==> src/design/dlle_pkg.sv <==
// Shared types, codes and the microcode program of the doubly linked list engine.
package dlle_pkg;

    // Default sizes of the node pool and of one stored item.
    localparam int NODE_COUNT_DEF = 1024;
    localparam int ITEM_BITS_DEF  = 32;

    // Fixed widths of the channel fields.
    localparam int CMD_W    = 3;
    localparam int IN_IDX_W = 10;
    localparam int PAY_W    = 32;
    localparam int STAT_W   = 2;
    localparam int UPC_W    = 5;

    // Command codes.
    typedef enum logic [CMD_W-1:0] {
        CMD_INIT     = 3'd0,
        CMD_INS_HEAD = 3'd1,
        CMD_INS_TAIL = 3'd2,
        CMD_POP_HEAD = 3'd3,
        CMD_POP_TAIL = 3'd4,
        CMD_REM_NODE = 3'd5,
        CMD_REM_SECT = 3'd6
    } t_cmd;

    // Result status codes.
    localparam logic [STAT_W-1:0] ST_OK      = 2'd0;
    localparam logic [STAT_W-1:0] ST_EMPTY   = 2'd1;
    localparam logic [STAT_W-1:0] ST_REFUSED = 2'd2;

    // One input item.
    typedef struct packed {
        logic [CMD_W-1:0]    cmd;
        logic [IN_IDX_W-1:0] list_head;
        logic [IN_IDX_W-1:0] node_index;
        logic [IN_IDX_W-1:0] section_end;
        logic [PAY_W-1:0]    payload;
    } t_in_item;

    // One result item.
    typedef struct packed {
        logic [PAY_W-1:0]    item_out;
        logic [IN_IDX_W-1:0] node_out;
        logic [STAT_W-1:0]   status;
    } t_out_item;

    // Operand sources of the datapath: held indices, link registers and read data.
    typedef enum logic [2:0] {
        SRC_H   = 3'd0,
        SRC_N   = 3'd1,
        SRC_E   = 3'd2,
        SRC_A   = 3'd3,
        SRC_B   = 3'd4,
        SRC_FRD = 3'd5,
        SRC_BRD = 3'd6
    } t_src;

    // How the final step forms the result item.
    typedef enum logic [2:0] {
        RES_NONE   = 3'd0,
        RES_POP    = 3'd1,
        RES_REM    = 3'd2,
        RES_EMPTY  = 3'd3,
        RES_REFUSE = 3'd4
    } t_res;

    typedef logic [UPC_W-1:0] t_upc;

    // One control word of the program.
    typedef struct packed {
        t_src fr_addr;
        t_src br_addr;
        t_src ir_addr;
        logic fw_en;
        t_src fw_addr;
        t_src fw_data;
        logic bw_en;
        t_src bw_addr;
        t_src bw_data;
        logic iw_en;
        logic ld_a;
        t_src a_src;
        logic ld_b;
        t_src b_src;
        logic item_cap;
        logic jmp_en;
        t_src cmp_src;
        t_upc jmp_to;
        logic done;
        t_res res;
    } t_ctl;

    // Status returned by the datapath to the sequencer.
    typedef struct packed {
        logic src_eq;
    } t_dp_stat;

    // Control word that does nothing.
    localparam t_ctl CTL_NOP = '0;

    // Program addresses.
    localparam t_upc UPC_INIT   = 5'd0;
    localparam t_upc UPC_INSH0  = 5'd1;
    localparam t_upc UPC_INSH1  = 5'd2;
    localparam t_upc UPC_INSH2  = 5'd3;
    localparam t_upc UPC_INST0  = 5'd4;
    localparam t_upc UPC_INST1  = 5'd5;
    localparam t_upc UPC_INST2  = 5'd6;
    localparam t_upc UPC_POPH0  = 5'd7;
    localparam t_upc UPC_POPH1  = 5'd8;
    localparam t_upc UPC_POPH2  = 5'd9;
    localparam t_upc UPC_POPH3  = 5'd10;
    localparam t_upc UPC_POPT0  = 5'd11;
    localparam t_upc UPC_POPT1  = 5'd12;
    localparam t_upc UPC_POPT2  = 5'd13;
    localparam t_upc UPC_POPT3  = 5'd14;
    localparam t_upc UPC_REM0   = 5'd15;
    localparam t_upc UPC_REM1   = 5'd16;
    localparam t_upc UPC_REM2   = 5'd17;
    localparam t_upc UPC_REM3   = 5'd18;
    localparam t_upc UPC_SEC0   = 5'd19;
    localparam t_upc UPC_SEC1   = 5'd20;
    localparam t_upc UPC_EMPTY  = 5'd21;
    localparam t_upc UPC_REFUSE = 5'd22;
    localparam t_upc UPC_NOP    = 5'd23;

    // Entry point of each command.
    function automatic t_upc entry_point(input logic [CMD_W-1:0] cmd);
        t_upc pc;
        case (cmd)
            CMD_INIT:     pc = UPC_INIT;
            CMD_INS_HEAD: pc = UPC_INSH0;
            CMD_INS_TAIL: pc = UPC_INST0;
            CMD_POP_HEAD: pc = UPC_POPH0;
            CMD_POP_TAIL: pc = UPC_POPT0;
            CMD_REM_NODE: pc = UPC_REM0;
            CMD_REM_SECT: pc = UPC_SEC0;
            default:      pc = UPC_NOP;
        endcase
        return pc;
    endfunction

    // The program. Memory reads are registered; a step that can jump does no writes,
    // so that a refused or empty command leaves the links as they were.
    function automatic t_ctl ucode(input t_upc pc);
        t_ctl c;
        c = CTL_NOP;
        case (pc)
            // Init: the sentinel links to itself.
            UPC_INIT: begin
                c.fw_en = 1'b1; c.fw_addr = SRC_H; c.fw_data = SRC_H;
                c.bw_en = 1'b1; c.bw_addr = SRC_H; c.bw_data = SRC_H;
                c.done  = 1'b1; c.res = RES_NONE;
            end
            // Insert at head: a = fwd[h]; bwd[a] = n; fwd[n] = a; bwd[n] = h; fwd[h] = n.
            UPC_INSH0: begin
                c.fr_addr = SRC_H;
                c.iw_en   = 1'b1;
            end
            UPC_INSH1: begin
                c.bw_en = 1'b1; c.bw_addr = SRC_FRD; c.bw_data = SRC_N;
                c.fw_en = 1'b1; c.fw_addr = SRC_N;   c.fw_data = SRC_FRD;
            end
            UPC_INSH2: begin
                c.bw_en = 1'b1; c.bw_addr = SRC_N; c.bw_data = SRC_H;
                c.fw_en = 1'b1; c.fw_addr = SRC_H; c.fw_data = SRC_N;
                c.done  = 1'b1; c.res = RES_NONE;
            end
            // Insert at tail: a = bwd[h]; fwd[n] = h; bwd[n] = a; bwd[h] = n; fwd[a] = n.
            UPC_INST0: begin
                c.br_addr = SRC_H;
                c.iw_en   = 1'b1;
            end
            UPC_INST1: begin
                c.fw_en = 1'b1; c.fw_addr = SRC_N; c.fw_data = SRC_H;
                c.bw_en = 1'b1; c.bw_addr = SRC_N; c.bw_data = SRC_BRD;
                c.ld_a  = 1'b1; c.a_src = SRC_BRD;
            end
            UPC_INST2: begin
                c.bw_en = 1'b1; c.bw_addr = SRC_H; c.bw_data = SRC_N;
                c.fw_en = 1'b1; c.fw_addr = SRC_A; c.fw_data = SRC_N;
                c.done  = 1'b1; c.res = RES_NONE;
            end
            // Pop head: a = fwd[h]; b = fwd[a]; fwd[h] = b; bwd[b] = h; detach a.
            UPC_POPH0: begin
                c.fr_addr = SRC_H;
            end
            UPC_POPH1: begin
                c.jmp_en  = 1'b1; c.cmp_src = SRC_H; c.jmp_to = UPC_EMPTY;
                c.ld_a    = 1'b1; c.a_src = SRC_FRD;
                c.fr_addr = SRC_FRD;
                c.ir_addr = SRC_FRD;
            end
            UPC_POPH2: begin
                c.fw_en    = 1'b1; c.fw_addr = SRC_H;   c.fw_data = SRC_FRD;
                c.bw_en    = 1'b1; c.bw_addr = SRC_FRD; c.bw_data = SRC_H;
                c.item_cap = 1'b1;
            end
            UPC_POPH3: begin
                c.fw_en = 1'b1; c.fw_addr = SRC_A; c.fw_data = SRC_A;
                c.bw_en = 1'b1; c.bw_addr = SRC_A; c.bw_data = SRC_A;
                c.done  = 1'b1; c.res = RES_POP;
            end
            // Pop tail: empty test on fwd[h]; a = bwd[h]; b = bwd[a]; bwd[h] = b; fwd[b] = h.
            UPC_POPT0: begin
                c.fr_addr = SRC_H;
                c.br_addr = SRC_H;
            end
            UPC_POPT1: begin
                c.jmp_en  = 1'b1; c.cmp_src = SRC_H; c.jmp_to = UPC_EMPTY;
                c.ld_a    = 1'b1; c.a_src = SRC_BRD;
                c.br_addr = SRC_BRD;
                c.ir_addr = SRC_BRD;
            end
            UPC_POPT2: begin
                c.bw_en    = 1'b1; c.bw_addr = SRC_H;   c.bw_data = SRC_BRD;
                c.fw_en    = 1'b1; c.fw_addr = SRC_BRD; c.fw_data = SRC_H;
                c.item_cap = 1'b1;
            end
            UPC_POPT3: begin
                c.fw_en = 1'b1; c.fw_addr = SRC_A; c.fw_data = SRC_A;
                c.bw_en = 1'b1; c.bw_addr = SRC_A; c.bw_data = SRC_A;
                c.done  = 1'b1; c.res = RES_POP;
            end
            // Remove node: refuse a self-linked node; a = bwd[n]; b = fwd[n]; detach n;
            // fwd[a] = b; bwd[b] = a.
            UPC_REM0: begin
                c.fr_addr = SRC_N;
                c.br_addr = SRC_N;
                c.ir_addr = SRC_N;
            end
            UPC_REM1: begin
                c.jmp_en   = 1'b1; c.cmp_src = SRC_N; c.jmp_to = UPC_REFUSE;
                c.ld_a     = 1'b1; c.a_src = SRC_BRD;
                c.ld_b     = 1'b1; c.b_src = SRC_FRD;
                c.item_cap = 1'b1;
            end
            UPC_REM2: begin
                c.fw_en = 1'b1; c.fw_addr = SRC_N; c.fw_data = SRC_N;
                c.bw_en = 1'b1; c.bw_addr = SRC_N; c.bw_data = SRC_N;
            end
            UPC_REM3: begin
                c.fw_en = 1'b1; c.fw_addr = SRC_A; c.fw_data = SRC_B;
                c.bw_en = 1'b1; c.bw_addr = SRC_B; c.bw_data = SRC_A;
                c.done  = 1'b1; c.res = RES_REM;
            end
            // Remove section: a = bwd[n]; b = fwd[e]; fwd[a] = b; bwd[b] = a.
            UPC_SEC0: begin
                c.br_addr = SRC_N;
                c.fr_addr = SRC_E;
            end
            UPC_SEC1: begin
                c.fw_en = 1'b1; c.fw_addr = SRC_BRD; c.fw_data = SRC_FRD;
                c.bw_en = 1'b1; c.bw_addr = SRC_FRD; c.bw_data = SRC_BRD;
                c.done  = 1'b1; c.res = RES_NONE;
            end
            UPC_EMPTY: begin
                c.done = 1'b1; c.res = RES_EMPTY;
            end
            UPC_REFUSE: begin
                c.done = 1'b1; c.res = RES_REFUSE;
            end
            default: begin
                c.done = 1'b1; c.res = RES_NONE;
            end
        endcase
        return c;
    endfunction

endpackage

==> src/design/dlle_sequencer.sv <==
// Microcode sequencer and result register of the list engine.
module dlle_sequencer (
    input  logic                i_clk,
    input  logic                i_rst_n,
    input  logic                i_in_valid,
    output logic                o_in_ready,
    input  logic [dlle_pkg::CMD_W-1:0] i_cmd,
    output logic                o_load,
    output dlle_pkg::t_ctl      o_ctl,
    input  dlle_pkg::t_dp_stat  i_stat,
    input  dlle_pkg::t_out_item i_res,
    output logic                o_out_valid,
    input  logic                i_out_ready,
    output dlle_pkg::t_out_item o_out_item
);

    typedef enum logic [2:0] {
        S_IDLE = 3'b001,
        S_RUN  = 3'b010,
        S_HOLD = 3'b100
    } t_state;

    t_state              r_state, n_state;
    dlle_pkg::t_upc      r_pc, n_pc;
    logic                r_ovalid, n_ovalid;
    dlle_pkg::t_out_item r_out, n_out;
    dlle_pkg::t_out_item r_pend, n_pend;

    logic out_free;

    // Current control word; outside a program every enable is off.
    assign o_ctl      = (r_state == S_RUN) ? dlle_pkg::ucode(r_pc) : dlle_pkg::CTL_NOP;
    assign o_in_ready = (r_state == S_IDLE);
    assign o_load     = o_in_ready && i_in_valid;
    assign out_free   = !r_ovalid || i_out_ready;

    // Step counter, jumps and the hand-off of the result.
    always_comb begin
        n_state  = r_state;
        n_pc     = r_pc;
        n_ovalid = r_ovalid && !i_out_ready;
        n_out    = r_out;
        n_pend   = r_pend;
        case (r_state)
            S_IDLE: begin
                if (i_in_valid) begin
                    n_pc    = dlle_pkg::entry_point(i_cmd);
                    n_state = S_RUN;
                end
            end
            S_RUN: begin
                if (o_ctl.done) begin
                    if (out_free) begin
                        n_out    = i_res;
                        n_ovalid = 1'b1;
                        n_state  = S_IDLE;
                    end else begin
                        n_pend  = i_res;
                        n_state = S_HOLD;
                    end
                end else if (o_ctl.jmp_en && i_stat.src_eq) begin
                    n_pc = o_ctl.jmp_to;
                end else begin
                    n_pc = r_pc + 1'b1;
                end
            end
            S_HOLD: begin
                if (out_free) begin
                    n_out    = r_pend;
                    n_ovalid = 1'b1;
                    n_state  = S_IDLE;
                end
            end
            default: begin
                n_state = S_IDLE;
            end
        endcase
    end

    // Control registers.
    always_ff @(posedge i_clk) begin
        if (!i_rst_n) begin
            r_state  <= S_IDLE;
            r_ovalid <= 1'b0;
        end else begin
            r_state  <= n_state;
            r_ovalid <= n_ovalid;
        end
    end

    // Payload registers.
    always_ff @(posedge i_clk) begin
        r_pc   <= n_pc;
        r_out  <= n_out;
        r_pend <= n_pend;
    end

    assign o_out_valid = r_ovalid;
    assign o_out_item  = r_out;

endmodule

==> config.mk <==
export PLATFORM = sky130hd
export DESIGN_NAME = dlle_sequencer
export DESIGN_NICKNAME = d
export VERILOG_FILES = /design/src/design/dlle_pkg.sv /design/src/design/dlle_sequencer.sv
export SDC_FILE = /design/constraint.sdc
export NUM_CORES = 1
export LEC_CHECK = 0
export BUFFER_PORTS_ARGS = -buffer_cell sky130_fd_sc_hd__buf_2
export CAP_MARGIN = 20
export CORE_MARGIN = 5
export CORE_UTILIZATION = 45
export DETAILED_ROUTE_END_ITERATION = 6
export PLACE_DENSITY = 0.73
export SETUP_SLACK_MARGIN = 0.05
export SLEW_MARGIN = 5
export SYNTH_ARGS = -nofsm -noshare
export SYNTH_HDL_FRONTEND = slang
export SYNTH_SLANG_ARGS = --single-unit
export TNS_END_PERCENT = 100
==> constraint.sdc <==
create_clock -name i_clk -period 7.8 [get_ports i_clk]
set_input_delay 0.39 -clock i_clk [delete_from_list [all_inputs] [get_ports i_clk]]
set_output_delay 0.39 -clock i_clk [all_outputs]
set_load 0.02 [all_outputs]
=== After elaboration in Yosys (flattened, before gate mapping) ===
Index checks and enable logic that the tools add are counted.

* ROM bits: 0
* Register bits: 97
* Bits in latches: 0
* Memories: 0
* RAM bits: 0
* Output and inout bits: 93

* Divide/modulo/power cells: 0
* Bitwise gates (word level): 1
* Equality and inequality tests: 36
* Multiply operators: 0
* Multiplexer cells: 28
* Add/subtract/negate cells: 1
* Magnitude comparators: 0
* Reductions and logical operators: 21
* Shift-type cells: 0

{| class="wikitable"
|+ Operator list
! cell !! count
|-
| one-hot mux 14 bit (11 select lines) || 1
|-
| two-way mux 44 bit || 3
|-
| one-hot mux 44 bit (2 select lines) || 1
|-
| two-way mux 46 bit || 1
|-
| == test 5 x 4 -> 1 bit, second input constant || 8
|-
| == test 5 bit, second input constant || 7
|-
| one-hot mux 5 bit (7 select lines) || 1
|-
| one-hot mux 3 bit (3 select lines) || 3
|-
| == test 5 x 3 -> 1 bit, second input constant || 4
|-
| one-hot mux 4 bit (5 select lines) || 1
|-
| one-hot mux 9 bit (2 select lines) || 1
|-
| two-way mux 5 bit || 3
|-
| OR reduction 14 bit || 1
|-
| == test 3 bit, second input constant || 4
|-
| two-way mux 3 bit || 4
|-
| == test 5 x 2 -> 1 bit, second input constant || 2
|-
| != test 2 bit, second input constant || 5
|-
| one-hot mux 5 bit (2 select lines) || 1
|-
| == test 3 x 2 -> 1 bit, second input constant || 3
|-
| AND reduction 3 bit || 3
|-
| one-hot mux 4 bit (2 select lines) || 1
|-
| OR reduction 2 bit || 4
|-
| == test 3 x 1 -> 1 bit, second input constant || 2
|-
| one-hot mux 3 bit (2 select lines) || 1
|-
| other kinds (14) || 22
|}

=== Depth between registers and ports, before layout ===
Gate-level depths: netlist of the first run.

* Depth after elaboration: 8
* Depth in mapped cells: 9

=== Least setup slack after synthesis of the first run ===
OpenSTA, ideal clock, no wires.

* Path kind: register to register
* From: register r_pc[3]
* To: register r_pend[0] (netlist bit) (enable)
* Data arrival time: 4.707 ns
* Cell stages (with the launch flop): 9
* Path slack: 2.593 ns
* Path buffers: 3
* Data required time: 7.300 ns
* Cell sequence: edfxtp_1 -> buf_6 -> buf_2 -> clkbuf_1 -> and3_1 -> ha_1 -> a311oi_2 -> a31oi_4 -> nor3_1

* Word-level cells in the longest chain between the ends: 5
* Elaborated cells between the ends (all ways): 24
* Classes of those cells: eq/ne (19); mux (2); reduce/logical (3)

{| class="wikitable"
|+ Ends and longest elaborated chain
! item !! RTL line !! RTL
|-
| start: declaration || dlle_sequencer.sv:24 || <nowiki>dlle_pkg::t_upc r_pc, n_pc;</nowiki>
|-
| start signal: assignment || dlle_sequencer.sv:93 || <nowiki>r_pc <= n_pc;</nowiki>
|-
| == test 5 bit (tied with other cells) || dlle_pkg.sv:148 || <nowiki>case (pc)</nowiki>
|-
| OR reduction 14 bit (no line) or OR reduction 2 bit (tied branches) || -- ||
|-
| one-hot mux 4 bit (5 select lines) (*) || dlle_pkg.sv:148 ||
|-
| two-way mux 46 bit (*) || dlle_sequencer.sv:32 || <nowiki>assign o_ctl = (r_state == S_RUN) ? dlle_pkg::ucode(r_pc) : dlle_pkg::CTL_NOP;</nowiki>
|-
| AND reduction 3 bit (no line) (*) || -- ||
|-
| end signal: assignment || dlle_sequencer.sv:95 || <nowiki>r_pend <= n_pend;</nowiki>
|-
| end: declaration || dlle_sequencer.sv:27 || <nowiki>dlle_pkg::t_out_item r_pend, n_pend;</nowiki>
|}

Mark *: on every way between the ends. The rest lies on a longest branch, timed or not.
A chain may end at the register's enable or synchronous reset.

==> results_dict.tcl, run 1 <==
set metrics [dict create \
    outcome "finished clean" \
    rows 36 \
    finalSetupViolations 0 \
    drc_errors 0 \
    pwr-share-clk_pct 32.4 \
    cts_root_buffer "clkbuf_8" \
    dieWidth_um 110.3 \
    clock-sinks 97 \
    gr-total-overflow 0 \
    setup_ws_ps 4859 \
    min_period_ps 2941 \
    ios 145 \
    placed_area_um2 5234 \
    drive_gt1_share_pct 48.32 \
    worstPathRequired_ps 7410 \
    cp.buffers_inverters 1 \
    dp.final_hpwl_mm 6.964 \
    grt_pass1_wl_mm 14.68 \
    tns_ps 0 \
    hold_path_depth 1 \
    maxSlewViolCount 0 \
    grt_max_degree 47 \
    yosysSeqAreaShare_pct 63.44 \
    synthToLayoutAreaGrowth_pct 20.03 \
    start_kind "flop" \
    clk_latency_ps 350 \
    p_per_area_nw_per_um2 184.9 \
    combPwrFrac_pct 9.1 \
    ys_ff_latch 97 \
    io_buffer_count 140 \
    nets 499 \
    cts_setup_buffers 0 \
    critPathMaxStageDelay_ps 700 \
    maxCapViolCount 0 \
    vias_per_cell 5.140 \
    wl_per_cell_um 16.58 \
    crit_arrival_ps 2550 \
    vias 2981 \
    netlist_area_um2 4528 \
    antenna_found_initial 0 \
    synth_edf_count 93 \
    cp_top_family "simple AND/OR/NAND/NOR gates" \
    r2r_cells 7 \
    cts_buffer_depth 2 \
    slowest_stage "edfxtp_1" \
    startpoint "r_pc[2]" \
    first_global_vias 2966 \
    async_flop_share_pct 0 \
    initial_core_util_pct 46.33 \
    die_area_um2 12170 \
    synthDistinctLibCells 51 \
    drt-pass1-iter-count 4 \
    cts_resized 0 \
    worstSetupPathDepth 6 \
    regToRegEndpoint "o_out_item[3]" \
    synth_flop_cell "edfxtp_1" \
    synth_cells 319 \
    min_period_over_period_pct 37.71 \
    path_max_fanout 25 \
    diodes 0 \
    yosysWarnings 0 \
    avgSynthCellArea_um2 14.19 \
    tightest_slew_ps 793.2 \
    cts_hold_buf 0 \
    clk_pin_slew_ps 100 \
    max-slew-margin-rel_pct 47.12 \
    rrSetupSlack_ps 4940 \
    gp_congestion 0.8722 \
    fmax_mhz 340.0 \
    fillerInstances 836 \
    htreeDepth 3 \
    skew_ps 11.61 \
    hold-worst-slack_ps 218.9 \
    routed_wl_mm 9.617 \
    power_switching_mw 0.2363 \
    leakagePower_nw 2.153 \
    core_um2 9774 \
    worstSetupPathType "flop to output pin" \
    endpoint_kind "output pin" \
    drtAntennaViolNets 0 \
    place_ws_ps 4957 \
    cts_tree "yes" \
    grt.total_usage_pct 15.89 \
    hold_viol 0 \
    netSwitchingFraction_pct 23.51 \
    drtIter0Drc 117 \
    reg2reg_from "r_pc[4]" \
    pwr-share-seq_pct 58.5 \
    die_h_um 110.3 \
    ir_worst_vdd_uv 131.0 \
    cts_buffers 9 \
    post-route-util_pct 55.61 \
    internal-power_mw 0.7687 \
    cp_cell_sequence "or3b_1 > a21oi_1 > nor3_2 > a31oi_4 > nor2b_1 > buf_2" \
    fin_area_um2 5435 \
    hold_class "input port to flop" \
    grt_setup_unrepaired "no" \
    worstSetupEndpoint "o_ctl[28]" \
]
==> cells in the mapped netlist (2+ instances only) <==
cell / count / share of area, %
a21boi_1: 2 / 0.33
a21o_1: 3 / 0.50
a21oi_1: 14 / 1.5
a221o_1: 2 / 0.44
a22o_1: 2 / 0.39
a31oi_1: 3 / 0.41
a31oi_4: 2 / 0.94
and2_1: 2 / 0.28
and3_1: 5 / 0.69
buf_2: 9 / 0.99
buf_4: 18 / 3.0
clkbuf_1: 7 / 0.58
dfxtp_1: 4 / 1.8
edfxtp_1: 93 / 62
ha_1: 5 / 1.4
inv_1: 5 / 0.41
mux2_2: 45 / 11
nand2_1: 16 / 1.3
nand2b_1: 6 / 0.83
nand3_1: 7 / 0.77
nand3b_1: 5 / 0.83
nor2_1: 12 / 0.99
nor2b_1: 7 / 0.97
nor3_1: 4 / 0.44
nor3b_1: 6 / 0.99
o21a_1: 4 / 0.66
o21ai_0: 2 / 0.22
o21ai_1: 5 / 0.55
or3b_1: 2 / 0.39
==> metal layers <==
| metal | vias to the layer above | global-route usage (%) | share of wire, % |
|---|---|---|---|
| met5 | - | 0 | 0 |
| met4 | 0 | 7.036 | 1.8 |
| met3 | 15 | 5.067 | 8.6 |
| met2 | 107 | 24.91 | 49 |
| met1 | 1430 | 20.25 | 41 |
| li1 | 1429 | - | - |
==> registers in the layout (all words and copies together) (netlist names) <==
name,count
o_out_valid,1
r_pc,5
r_pend,44
o_out_item,44
r_state,3
==> worst min path at each step <==
stage / start / to / slack [ps]
6_report: i_res[9] / r_pend[9] / 220
5_1_grt: i_res[28] / r_pend[28] / 190
4_1_cts: i_res[9] / r_pend[9] / 200
3_5_place_dp: r_pend[7] / o_out_item[7] / 530
3_3_place_gp: r_pend[10] / o_out_item[10] / 530
2_1_floorplan: i_res[0] / r_pend[0] / 490
==> stage by stage <==
step	power (mW)	instances
after floorplan	0.6612	322
after global placement	0.6889	564
after detailed placement	0.6905	564
after CTS	1.012	580
after global routing	1.051	580
final	1.005	580
==> cells in the final DEF (no fill, tap or decap), types with 6 or more instances in the layout <==
cell type | Yosys | routed
a21oi_1 | 14 | 14
buf_2 | 9 | 140
clkbuf_8 | 0 | 9
edfxtp_1 | 93 | 93
mux2_2 | 45 | 45
nand2_1 | 16 | 16
nand2b_1 | 6 | 6
nand3_1 | 7 | 7
nor2_1 | 12 | 12
nor2b_1 | 7 | 7
==> cell type report <==
| type | instances | area (um2) | share of cell area [%] |
|---|---|---|---|
| Clock buffer | 9 | 123.9 | 2.279 |
| Clock inverter | 7 | 77.57 | 1.427 |
| Inverter | 6 | 22.52 | 0.4144 |
| Multi-Input combinational cell | 183 | 1434 | 26.38 |
| Sequential cell | 97 | 2873 | 52.85 |
| Tap cell | 133 | 166.4 | 3.062 |
| Timing Repair Buffer | 145 | 738.2 | 13.58 |
==> kinds of logic after synthesis <==
| logic type | synth area share, % |
|---|---|
| xor+xnor | 0.3869 |
| flops | 63.44 |
| mux | 11.66 |
| buf+inv | 5.388 |
| other cells | 0.08282 |
| fa+ha+maj | 1.382 |
| compound gates | 8.069 |
| simple gates | 9.589 |
==> power groups by stage <==
stage,Sequential (mW),Clock [mW],Combinational [mW]
detailed placement,0.600,0,0.0909
CTS,0.588,0.333,0.0914
finish,0.588,0.326,0.0914
floorplan,0.596,0,0.0655
global route,0.590,0.361,0.100
global placement,0.599,0,0.0895
Power figures use the tool's default switching activity.
==> run 2, diff against run 1 <==
Clock period 7.8 ns to 2.9 ns, I/O delays scaled along.
==> run 2 against run 1 <==
  * Combinational power rose to 3.6 times the previous value
  * Sequential power rose to 2.7 times the previous value
  * Clock power rose to 2.8 times the previous value
  * Final area rose by 10%
  * Power rose to 2.8 times the previous value
  * Hold slack got worse by 180 ps
  * Clock skew rose by 5.4 ps
  * Count of clock-buffer cells in the layout did not move
  * Die area did not move
  * Global-route usage rose by 1.1 points
==> results_dict.tcl, run 2 (synthesized netlist as in run 1, its figures left out) <==
set metrics [dict create \
    grt_pass1_wl_mm 15.88 \
    nets 547 \
    first_global_vias 3289 \
    grt.total_usage_pct 17.01 \
    regArea_um2 2873 \
    leakagePower_nw 2.382 \
    clk_latency_ps 360 \
    die_area_um2 12170 \
    endpoint_kind "output pin" \
    fmax_mhz 383.4 \
    gr-total-overflow 0 \
    cts_buffer_depth 2 \
    cp_cell_sequence "ha_2 > or3b_1 > a21oi_1 > nor3_2 > a31oi_4 > nor2b_1 > buf_2" \
    path_max_fanout 11 \
    fin_area_um2 5996 \
    cts_buffers 9 \
    multi_input_area_um2 1480 \
    slowest_stage "edfxtp_1" \
    p_per_area_nw_per_um2 470.8 \
    drtIter0Drc 203 \
    ios 145 \
    drive_gt1_share_pct 45.45 \
    core_um2 9774 \
    ir_worst_vdd_uv 228.9 \
    grt_setup_unrepaired "no" \
    wl_per_cell_um 16.87 \
    diodes 0 \
    cp.buffers_inverters 1 \
    io_buffer_count 140 \
    finalSetupViolations 0 \
    drc_errors 0 \
    dieWidth_um 110.3 \
    min_period_over_period_pct 89.93 \
    htreeDepth 3 \
    gp_congestion 0.8459 \
    drtAntennaViolNets 0 \
    initial_core_util_pct 46.33 \
    grt_max_degree 47 \
    vias 3177 \
    synthToLayoutAreaGrowth_pct 32.41 \
    drt-pass1-iter-count 4 \
    fillerInstances 752 \
    hold_class "input port to flop" \
    rows 36 \
    clk_pin_slew_ps 90 \
    outcome "finished clean" \
    cts_root_buffer "clkbuf_8" \
    skew_ps 17.00 \
    die_h_um 110.3 \
    final_cell_mix "140 x buf_2, 93 x edfxtp_1, 45 x mux2_2, 44 x dlygate4sd3_1, 16 x nand2_1" \
    worstSetupPathType "flop to output pin" \
    start_kind "flop" \
    maxCapViolCount 0 \
    final_common_cell "buf_2" \
    max-slew-margin-rel_pct 53.72 \
    routed_wl_mm 10.60 \
    crit_arrival_ps 2460 \
    worstPathRequired_ps 2760 \
    critPathMaxStageDelay_ps 440 \
    setup_ws_ps 292.0 \
    vias_per_cell 5.059 \
    antenna_found_initial 0 \
    place_ws_ps 329.8 \
    dp.final_hpwl_mm 7.077 \
    cts_tree "yes" \
    cts_setup_buffers 0 \
    min_period_ps 2608 \
    maxSlewViolCount 0 \
    tightest_slew_ps 694.2 \
    clock-sinks 97 \
    total_power_mw 2.823 \
    hold_viol 0 \
    cp_top_family "simple AND/OR/NAND/NOR gates" \
    placed_area_um2 5333 \
]
run 2: cell count changes in the layout (fill, tap and decap cells not counted), sizes merged:
cell,delta
buf,+4
clkinvlp,-1
dlygate4sd3,+44
inv,+1
run 2: final cells by class:
| cell class | count | area share (%) |
|---|---|---|
| Sequential cell | 97 | 47.91 |
| Clock buffer | 9 | 2.066 |
| Multi-Input combinational cell | 183 | 24.69 |
| Tap cell | 133 | 2.775 |
| Clock inverter | 7 | 1.607 |
| Timing Repair Buffer | 193 | 20.58 |
| Inverter | 6 | 0.3756 |
run 2: per-stage QoR:
step | util (%) | hold WS [ps] | instances | setup TNS, ps
4_1_cts | 61.32 | 21.67 | 628 | 0
3_3_place_gp | 54.56 | 335.7 | 568 | 0
5_1_grt | 61.34 | 44.14 | 628 | 0
2_1_floorplan | - | 243.9 | 322 | -6431
3_5_place_dp | 54.56 | 339.2 | 568 | 0
6_report | 61.34 | 43.10 | 628 | 0
run 2: worst paths after layout:
| kind | from | endpoint | slack [ps] | depth (start not counted) |
|---|---|---|---|---|
| max | r_pc[0] | o_ctl[27] | 290 | 7 |
| min reg2reg | r_pend[35] | o_out_item[35] | 550 | 1 |
| max reg2reg | r_pc[0] | o_out_item[28] | 340 | 8 |
| min | i_rst_n | r_state[0] | 40 | 2 |
run 2: routing by layer:
layer  global-route usage (%)  part of all wire, %  routed length, um
met4                    5.101                 0.98                104
met1                    21.56                   41               4373
met5                        0                    0                  0
met2                    29.29                   51               5402
met3                    3.727                  6.8                716
run 2: power by group:
group,internal (mW),total [mW],switching (mW)
Sequential,1.55,1.57,0.0194
Combinational,0.158,0.326,0.168
Clock,0.425,0.926,0.500
Total,2.14,2.82,0.687
run 2: timing repair:
action | 4_1_cts | 5_1_grt
endpoints found under the setup margin | 0 | 7
gates resized for setup | 0 | 1
endpoints found under the hold margin | 44 | 0
hold buffers | 44 | 0
